## src/rtl/cdtq_pkg.sv

```systemverilog
// Shared types and constants of the dual CAN transmit queue with mailbox dispatch.
`default_nettype none

package cdtq_pkg;

  localparam int unsigned QueueDepthDefault = 16;

  localparam logic [11:0] StdIdMax = 12'h7FF;
  localparam logic [3:0]  DlcMax   = 4'd8;
  localparam logic [15:0] CountMax = 16'hFFFF;

  typedef enum logic [2:0] {
    STATUS_QUEUED   = 3'd0,
    STATUS_REJECTED = 3'd1,
    STATUS_SENT     = 3'd2,
    STATUS_NULL     = 3'd3,
    STATUS_BUSY     = 3'd4,
    STATUS_EMPTY    = 3'd5
  } status_e;

  typedef enum logic {
    OP_ENQUEUE = 1'b0,
    OP_DRAIN   = 1'b1
  } op_e;

  // Queue entry: header fields and the two data words.
  typedef struct packed {
    logic [3:0]  dlc;
    logic        rtr;
    logic        ide;
    logic [28:0] ext_id;
    logic [10:0] std_id;
    logic [31:0] data_hi;
    logic [31:0] data_lo;
  } entry_t;

  typedef struct packed {
    logic accept;  // request taken this cycle
    logic finish;  // queue head read data valid, complete the drain
  } ctrl_cmd_t;

  typedef struct packed {
    logic in_drain;  // offered request is a drain
    logic in_empty;  // queue named by the offered drain is empty
  } dp_stat_t;

endpackage

`default_nettype wire

```

## src/rtl/can_dual_tx_queue_mailbox_dispatch_unit.sv

```systemverilog
// Top level: dual CAN transmit queue with lowest-free mailbox dispatch.
// Usage:
//   Slave stream carries one request: tuser is the op (enqueue or drain),
//   tdata the queue target, the message fields and the mailbox free flags.
//   Master stream returns one result per request: tuser is the status,
//   tdata the mailbox, the packed mailbox words and the overflow state.
// Results: an enqueue or a drain of an empty queue shows its result in the
//   cycle after acceptance; any other drain passes through the READ state
//   first, for the registered read of the port's queue memory.
// Flow: one request in flight; each request passes the controller's accept
//   and result states, and a drain of a non-empty queue its memory read state.
// Reset: pointers, overflow flags and counts clear at once; queue memory
//   is not cleared, entries are only read after being written.
// Stall: while a result waits for m_axis_tready it is held stable and no
//   new request is taken.
`default_nettype none

module can_dual_tx_queue_mailbox_dispatch_unit #(
  parameter int unsigned QUEUE_DEPTH = cdtq_pkg::QueueDepthDefault
) (
  input  wire          clk_i,
  input  wire          rst_ni,
  input  wire          s_axis_tvalid,
  output logic         s_axis_tready,
  // port_mask, drain_port, std_id, ext_id, is_ext, is_remote, length,
  // payload_low, payload_high, mailbox_free, zero fill
  input  wire  [119:0] s_axis_tdata,
  // op
  input  wire          s_axis_tuser,
  output logic         m_axis_tvalid,
  input  wire          m_axis_tready,
  // mailbox, id_word, length_word, data_low_word, data_high_word,
  // overflow_flag, overflow_total
  output logic [119:0] m_axis_tdata,
  // status
  output logic [2:0]   m_axis_tuser
);

  cdtq_pkg::ctrl_cmd_t cmd;
  cdtq_pkg::dp_stat_t  stat;

  logic [1:0]  mailbox;
  logic [31:0] id_word;
  logic [3:0]  length_word;
  logic [31:0] data_low_word;
  logic [31:0] data_high_word;
  logic [1:0]  overflow_flag;
  logic [15:0] overflow_total;

  cdtq_ctrl u_ctrl (
    .clk_i       (clk_i),
    .rst_ni      (rst_ni),
    .in_valid_i  (s_axis_tvalid),
    .in_ready_o  (s_axis_tready),
    .out_valid_o (m_axis_tvalid),
    .out_ready_i (m_axis_tready),
    .stat_i      (stat),
    .cmd_o       (cmd)
  );

  cdtq_datapath #(
    .QUEUE_DEPTH (QUEUE_DEPTH)
  ) u_datapath (
    .clk_i            (clk_i),
    .rst_ni           (rst_ni),
    .cmd_i            (cmd),
    .stat_o           (stat),
    .op_i             (s_axis_tuser),
    .port_mask_i      (s_axis_tdata[1:0]),
    .drain_port_i     (s_axis_tdata[2]),
    .std_id_i         (s_axis_tdata[14:3]),
    .ext_id_i         (s_axis_tdata[43:15]),
    .is_ext_i         (s_axis_tdata[44]),
    .is_remote_i      (s_axis_tdata[45]),
    .length_i         (s_axis_tdata[49:46]),
    .payload_low_i    (s_axis_tdata[81:50]),
    .payload_high_i   (s_axis_tdata[113:82]),
    .mailbox_free_i   (s_axis_tdata[116:114]),
    .status_o         (m_axis_tuser),
    .mailbox_o        (mailbox),
    .id_word_o        (id_word),
    .length_word_o    (length_word),
    .data_low_word_o  (data_low_word),
    .data_high_word_o (data_high_word),
    .overflow_flag_o  (overflow_flag),
    .overflow_total_o (overflow_total)
  );

  assign m_axis_tdata = {overflow_total, overflow_flag, data_high_word, data_low_word,
                         length_word, id_word, mailbox};

endmodule

`default_nettype wire

```

## src/rtl/cdtq_datapath.sv

```systemverilog
// Datapath: per-port ring memories, pointers, overflow tracking and result registers.
`default_nettype none

module cdtq_datapath #(
  parameter int unsigned QUEUE_DEPTH = cdtq_pkg::QueueDepthDefault
) (
  input  wire                  clk_i,
  input  wire                  rst_ni,
  input  cdtq_pkg::ctrl_cmd_t  cmd_i,
  output cdtq_pkg::dp_stat_t   stat_o,
  input  wire                  op_i,
  input  wire  [1:0]           port_mask_i,
  input  wire                  drain_port_i,
  input  wire  [11:0]          std_id_i,
  input  wire  [28:0]          ext_id_i,
  input  wire                  is_ext_i,
  input  wire                  is_remote_i,
  input  wire  [3:0]           length_i,
  input  wire  [31:0]          payload_low_i,
  input  wire  [31:0]          payload_high_i,
  input  wire  [2:0]           mailbox_free_i,
  output logic [2:0]           status_o,
  output logic [1:0]           mailbox_o,
  output logic [31:0]          id_word_o,
  output logic [3:0]           length_word_o,
  output logic [31:0]          data_low_word_o,
  output logic [31:0]          data_high_word_o,
  output logic [1:0]           overflow_flag_o,
  output logic [15:0]          overflow_total_o
);

  localparam int unsigned IdxW = $clog2(QUEUE_DEPTH);
  localparam logic [IdxW-1:0] LastIdx = IdxW'(QUEUE_DEPTH - 1);

  logic [IdxW-1:0] wptr_q [2];
  logic [IdxW-1:0] wptr_d [2];
  logic [IdxW-1:0] rptr_q [2];
  logic [IdxW-1:0] rptr_d [2];
  logic [1:0]      mark_q, mark_d;
  logic [15:0]     cnt_q [2];
  logic [15:0]     cnt_d [2];
  logic [1:0]      wr_en;
  cdtq_pkg::entry_t wr_entry;
  cdtq_pkg::entry_t rdata_q [2];

  logic       dport_q, dport_d;
  logic [2:0] mfree_q, mfree_d;

  logic [2:0]  status_q, status_d;
  logic [1:0]  mbox_q, mbox_d;
  logic [31:0] idw_q, idw_d;
  logic [3:0]  lenw_q, lenw_d;
  logic [31:0] dlo_q, dlo_d;
  logic [31:0] dhi_q, dhi_d;
  logic [1:0]  flag_q, flag_d;
  logic [15:0] total_q, total_d;

  function automatic logic [IdxW-1:0] ring_next(input logic [IdxW-1:0] idx);
    ring_next = (idx == LastIdx) ? '0 : idx + IdxW'(1);
  endfunction

  assign wr_entry = '{
    dlc:     length_i,
    rtr:     is_remote_i,
    ide:     is_ext_i,
    ext_id:  ext_id_i,
    std_id:  std_id_i[10:0],
    data_hi: payload_high_i,
    data_lo: payload_low_i
  };

  assign stat_o.in_drain = (op_i == cdtq_pkg::OP_DRAIN);
  assign stat_o.in_empty = (rptr_q[drain_port_i] == wptr_q[drain_port_i]);

  for (genvar p = 0; p < 2; p++) begin : g_queue
    cdtq_pkg::entry_t mem [QUEUE_DEPTH];

    always_ff @(posedge clk_i) begin
      if (wr_en[p]) begin
        mem[wptr_q[p]] <= wr_entry;
      end
      rdata_q[p] <= mem[rptr_q[p]];
    end
  end

  always_comb begin
    logic             sel;
    logic             enq_ok;
    logic [IdxW-1:0]  nxt;
    cdtq_pkg::entry_t head;

    sel    = 1'b0;
    nxt    = '0;
    head   = rdata_q[dport_q];
    enq_ok = (std_id_i <= cdtq_pkg::StdIdMax) && (length_i <= cdtq_pkg::DlcMax);
    wptr_d = wptr_q;
    rptr_d = rptr_q;
    mark_d = mark_q;
    cnt_d  = cnt_q;
    wr_en  = 2'b00;
    dport_d = dport_q;
    mfree_d = mfree_q;
    status_d = status_q;
    mbox_d   = mbox_q;
    idw_d    = idw_q;
    lenw_d   = lenw_q;
    dlo_d    = dlo_q;
    dhi_d    = dhi_q;
    flag_d   = flag_q;
    total_d  = total_q;

    if (cmd_i.accept) begin
      dport_d = drain_port_i;
      mfree_d = mailbox_free_i;
      mbox_d  = '0;
      idw_d   = '0;
      lenw_d  = '0;
      dlo_d   = '0;
      dhi_d   = '0;
      if (op_i == cdtq_pkg::OP_ENQUEUE) begin
        sel = (port_mask_i == 2'b10);
        if (enq_ok) begin
          for (int p = 0; p < 2; p++) begin
            if (port_mask_i[p]) begin
              wr_en[p]  = 1'b1;
              nxt       = ring_next(wptr_q[p]);
              wptr_d[p] = nxt;
              if (nxt == rptr_q[p]) begin
                mark_d[p] = 1'b1;
                if (cnt_q[p] != cdtq_pkg::CountMax) begin
                  cnt_d[p] = cnt_q[p] + 16'd1;
                end
              end
            end
          end
          status_d = cdtq_pkg::STATUS_QUEUED;
        end else begin
          status_d = cdtq_pkg::STATUS_REJECTED;
        end
        flag_d  = mark_d;
        total_d = cnt_d[sel];
      end else if (stat_o.in_empty) begin
        sel      = drain_port_i;
        status_d = cdtq_pkg::STATUS_EMPTY;
        flag_d   = mark_q;
        total_d  = cnt_q[sel];
      end
    end

    if (cmd_i.finish) begin
      sel = dport_q;
      if ((head.std_id == '0) && (head.ext_id == '0)) begin
        status_d    = cdtq_pkg::STATUS_NULL;
        mark_d[sel] = 1'b0;
        rptr_d[sel] = ring_next(rptr_q[sel]);
      end else if (mfree_q == 3'b000) begin
        status_d = cdtq_pkg::STATUS_BUSY;
      end else begin
        status_d = cdtq_pkg::STATUS_SENT;
        mbox_d   = mfree_q[0] ? 2'd0 : (mfree_q[1] ? 2'd1 : 2'd2);
        if (head.ide) begin
          idw_d = {head.ext_id, 3'b100};
        end else begin
          idw_d = {head.std_id, 21'd0};
        end
        idw_d       = idw_d | {30'd0, head.rtr, 1'b1};
        lenw_d      = head.dlc;
        dlo_d       = head.data_lo;
        dhi_d       = head.data_hi;
        mark_d[sel] = 1'b0;
        rptr_d[sel] = ring_next(rptr_q[sel]);
      end
      flag_d  = mark_d;
      total_d = cnt_q[sel];
    end
  end

  always_ff @(posedge clk_i or negedge rst_ni) begin
    if (!rst_ni) begin
      wptr_q <= '{default: '0};
      rptr_q <= '{default: '0};
      mark_q <= '0;
      cnt_q  <= '{default: '0};
    end else begin
      wptr_q <= wptr_d;
      rptr_q <= rptr_d;
      mark_q <= mark_d;
      cnt_q  <= cnt_d;
    end
  end

  always_ff @(posedge clk_i) begin
    dport_q  <= dport_d;
    mfree_q  <= mfree_d;
    status_q <= status_d;
    mbox_q   <= mbox_d;
    idw_q    <= idw_d;
    lenw_q   <= lenw_d;
    dlo_q    <= dlo_d;
    dhi_q    <= dhi_d;
    flag_q   <= flag_d;
    total_q  <= total_d;
  end

  assign status_o         = status_q;
  assign mailbox_o        = mbox_q;
  assign id_word_o        = idw_q;
  assign length_word_o    = lenw_q;
  assign data_low_word_o  = dlo_q;
  assign data_high_word_o = dhi_q;
  assign overflow_flag_o  = flag_q;
  assign overflow_total_o = total_q;

endmodule

`default_nettype wire

```

## src/rtl/cdtq_ctrl.sv

```systemverilog
// Controller: request sequencing state machine of the transmit queue block.
`default_nettype none

module cdtq_ctrl (
  input  wire                  clk_i,
  input  wire                  rst_ni,
  input  wire                  in_valid_i,
  output logic                 in_ready_o,
  output logic                 out_valid_o,
  input  wire                  out_ready_i,
  input  cdtq_pkg::dp_stat_t   stat_i,
  output cdtq_pkg::ctrl_cmd_t  cmd_o
);

  typedef enum logic [2:0] {
    ST_IDLE = 3'b001,
    ST_READ = 3'b010,
    ST_OUT  = 3'b100
  } state_e;

  state_e state_q, state_d;
  logic   accept;

  assign in_ready_o  = (state_q == ST_IDLE);
  assign out_valid_o = (state_q == ST_OUT);
  assign accept      = in_valid_i && in_ready_o;

  assign cmd_o.accept = accept;
  assign cmd_o.finish = (state_q == ST_READ);

  always_comb begin
    state_d = state_q;
    unique case (state_q)
      ST_IDLE: begin
        if (accept) begin
          if (stat_i.in_drain && !stat_i.in_empty) begin
            state_d = ST_READ;
          end else begin
            state_d = ST_OUT;
          end
        end
      end
      ST_READ: begin
        state_d = ST_OUT;
      end
      ST_OUT: begin
        if (out_ready_i) begin
          state_d = ST_IDLE;
        end
      end
      default: begin
        state_d = ST_IDLE;
      end
    endcase
  end

  always_ff @(posedge clk_i or negedge rst_ni) begin
    if (!rst_ni) begin
      state_q <= ST_IDLE;
    end else begin
      state_q <= state_d;
    end
  end

endmodule

`default_nettype wire
```

## config.mk

```make
export PLATFORM = sky130hd
export DESIGN_NAME = can_dual_tx_queue_mailbox_dispatch_unit
export DESIGN_NICKNAME = d
export VERILOG_FILES = /design/src/rtl/cdtq_pkg.sv /design/src/rtl/can_dual_tx_queue_mailbox_dispatch_unit.sv /design/src/rtl/cdtq_datapath.sv /design/src/rtl/cdtq_ctrl.sv
export SDC_FILE = /design/constraint.sdc
export NUM_CORES = 2
export LEC_CHECK = 0
export BUFFER_PORTS_ARGS = -buffer_cell sky130_fd_sc_hd__buf_2
export CAP_MARGIN = 10
export CORE_MARGIN = 1
export CORE_UTILIZATION = 45
export CTS_BUF_LIST = sky130_fd_sc_hd__clkbuf_4 sky130_fd_sc_hd__clkbuf_8
export CTS_CLUSTER_SIZE = 25
export DETAILED_ROUTE_END_ITERATION = 6
export HOLD_SLACK_MARGIN = 0.02
export PLACE_DENSITY_LB_ADDON = 0.12
export SYNTH_ARGS = -nofsm -noshare
export SYNTH_HDL_FRONTEND = slang
export SYNTH_SLANG_ARGS = --single-unit
```

## constraint.sdc

```tcl
create_clock -name clk_i -period 10.4 [get_ports clk_i]
set_clock_uncertainty 0.15 [all_clocks]
set_input_delay 1.04 -clock clk_i [delete_from_list [all_inputs] [get_ports clk_i]]
set_output_delay 1.04 -clock clk_i [all_outputs]
set_load 0.01 [all_outputs]
```

==> results.txt <==
status - finished, final reports clean
Yosys reg bits - 3921
mux share of post-synthesis cell area - 18.1%
Synth Flop Type - edfxtp_1
EDFF count, synth - 3545
Avg WL per Cell - 31.1 um
final worst-path cycle share - 48.8%
cell area after synthesis - 146000 um2
commonest cells in the synthesized netlist - edfxtp_1 (3545), mux4_2 (1100), dfxtp_1 (323)
RSZ-0062 raised after global routing - no
slew at the pin with the worst max-slew slack - 1.11 ns
hold_buf cts - 5
RR Endpoint - u_datapath.g_queue[1].mem[12][85]
highest clock rate - 197 MHz
area delta synth->final - 13.8%
PwrDens - 241 nW/um2
main combinational cell family by area after synthesis - multiplexers
GRT Overall Usage - 22.4%
WL final - 365000 um
simple-gate share of the synthesized area - 1.43%
Post-CTS Resized - 0
Final Critical Period - 5.07 ns
top cells by area, synth - edfxtp_1 (73%), mux4_2 (17%), dfxtp_1 (4.4%)
fin. max-slew vios - 0
cells after synthesis - 6232
hold endpoint - u_datapath.g_queue[0].mem[11][86]
register area share after synthesis - 78.1%
post-DP HPWL - 182000 um
MaxCap Viol Count - 0
area leader, netlist - edfxtp_1
startpoint types - register
io pins - 250
Crit path arrival time - 5.70 ns
share of cells above drive strength 1 - 35.9%
Via-to-Cell Ratio - 5.80
post-synthesis xor/xnor area fraction - 0.287%
Vias - 68200
Leakage - 0.0525 uW
antenna violations before repair - 51
GPL Wtd Cong - 0.791
worst skew pair latency - 1.20 ns
clock tree sinks - 3921
Final ANT Viol Nets - 0
setup violators final - 0
clock transition at the registers of the reported paths - 0.06 ns
critical path class - register to register
area share of the largest cell type after synthesis - 72.8%
TritonCTS buffer count - 643
worst r2r src - u_ctrl.state_q[1]
Pre-antenna DRT Iters - 7
first-pass GRT wire length - 521000 um
clock tree from TritonCTS - yes
Core Region - 322000 um2
Initial Utilization - 45.4%
Die Y - 572 um
worst hold path class - input pin to register
yosys warns - 0
max_slew headroom - 24.5%
row count - 208
post-synthesis cell type count - 79
R2R Setup Slk - 5.33 ns
DR DRC count - 0
final hold vios - 0
Clock Path Buffers - 4
peak supply drop - 0.210 mV
CP Max Fanout - 53
hold path start - s_axis_tdata[26]
Reg2Reg Depth - 10
port bufs - 246
WHS Path Cells - 1
vias in the first global route - 70900
data required time of the worst path - 11.03 ns
fin cells - 11800
syn_area_per_cell - 23.5 um2
Synth Area in Compound Gates - 0.991%
Placed Cells - 10600
Final Net Count - 7038
syn nets - 6368
GR Overflow Total - 0
largest net degree at the start of global routing - 138
root buffer cell - clkbuf_8
die width - 572 um
adder-cell share of the synthesized area - 0.0941%
setup bufs post-CTS - 0
Iteration-0 DRC Markers - 6300
final core occ - 51.7%
Fin Setup TNS - 0 ns
htree depth - 6
top-count cell post-synth - edfxtp_1
FFs w/ async S/R, synth - 1.35%
Worst setup EP type - register
overall die area - 327000 um2
kinds of logic after synthesis:
group / Yosys count
compound gates: 239
xor+xnor: 44
fa+ha+maj: 11
buf+inv: 354
flops: 3921
mux: 1259
simple gates: 404
placed cells by master (no fill, tap or decap), drive strengths merged, types with 23 or more instances in the layout:
master,synthesis,final
a21oi,49,49
edfxtp,3545,3545
inv,15,45
clkinv,0,96
nand3,121,121
mux4,1100,1100
dfxtp,323,323
xor2,23,23
nand2,71,71
clkbuf,217,1037
mux2i,120,120
dfrtp,52,52
buf,122,359
and2,24,24
o21ai,111,111
mux2,39,39
nor2,78,78
nor4,26,26
how the worst max path moves through the flow:
stage / depth (start not counted) / endpoint / from
floorplan: 7 / u_datapath.g_queue[1].mem[3][0] / s_axis_tuser
finish: 10 / u_datapath.g_queue[1].mem[12][85] / u_ctrl.state_q[1]
detailed placement: 9 / u_datapath.g_queue[1].mem[12][85] / s_axis_tdata[48]
global placement: 11 / u_datapath.g_queue[1].mem[12][85] / s_axis_tvalid
global route: 10 / u_datapath.g_queue[1].mem[12][88] / u_ctrl.state_q[1]
CTS: 10 / u_datapath.g_queue[1].mem[12][85] / u_ctrl.state_q[1]
registers in the layout (all words and copies together), names as in the netlist, 2 cells and up, named ones only:
name,flops
u_datapath.g_queue.mem,3520
u_datapath.rdata_q,220
u_datapath.cnt_q,32
u_datapath.data_high_word_o,32
u_datapath.data_low_word_o,32
u_datapath.id_word_o,32
u_datapath.overflow_total_o,16
u_datapath.rptr_q,8
u_datapath.wptr_q,8
u_datapath.length_word_o,4
u_ctrl.state_q,3
u_datapath.mfree_q,3
u_datapath.status_o,3
u_datapath.mailbox_o,2
u_datapath.mark_q,2
u_datapath.overflow_flag_o,2
routing by layer:
layer / global-route usage [%] / vias to the layer above / routed length (um)
met2: 36.1 / 2180 / 178000
li1: - / 28000 / -
met4: 4.76 / 28 / 6400
met1: 32.5 / 37500 / 160000
met3: 3.61 / 508 / 20800
met5: 0 / - / 179
stage by stage:
stage,cell area (um2),total power [uW],hold slack (ns),setup slack (ns)
2_1_floorplan,146000,24100,0.271,0.157
3_3_place_gp,153000,26700,0.281,4.49
3_5_place_dp,153000,26800,0.290,4.43
4_1_cts,166000,40600,0.0679,5.24
5_1_grt,166000,41600,0.133,4.97
6_report,166000,40000,0.184,5.33
area by class of cell:
cell class,count,area (um2)
inverter,15,56.3
clock inverter,147,1000
sequential,3921,114000
fill,25400,156000
multi-input combinational,1957,30700
antenna,10,25.0
tap,4305,5390
timing repair buffer,364,2550
clock buffer,1037,12400
worst max-delay path, cell delays in order (launching register included):
cell and delay, ns:
dfrtp_1 0.41, nor2b_1 0.18, nand3b_1 0.10, buf_4 0.29
inv_1 0.39, nand2_1 0.19, nor2_1 0.62, nand2_1 0.42
nor2_4 0.19, buf_4 0.74, buf_4 0.76
power breakdown:
part / switching (uW) / internal [uW] / total, uW
sequential: 741 / 17900 / 18600
clock: 6070 / 7700 / 13800
combinational: 3790 / 3850 / 7640
(Power assumes the default switching activity.)
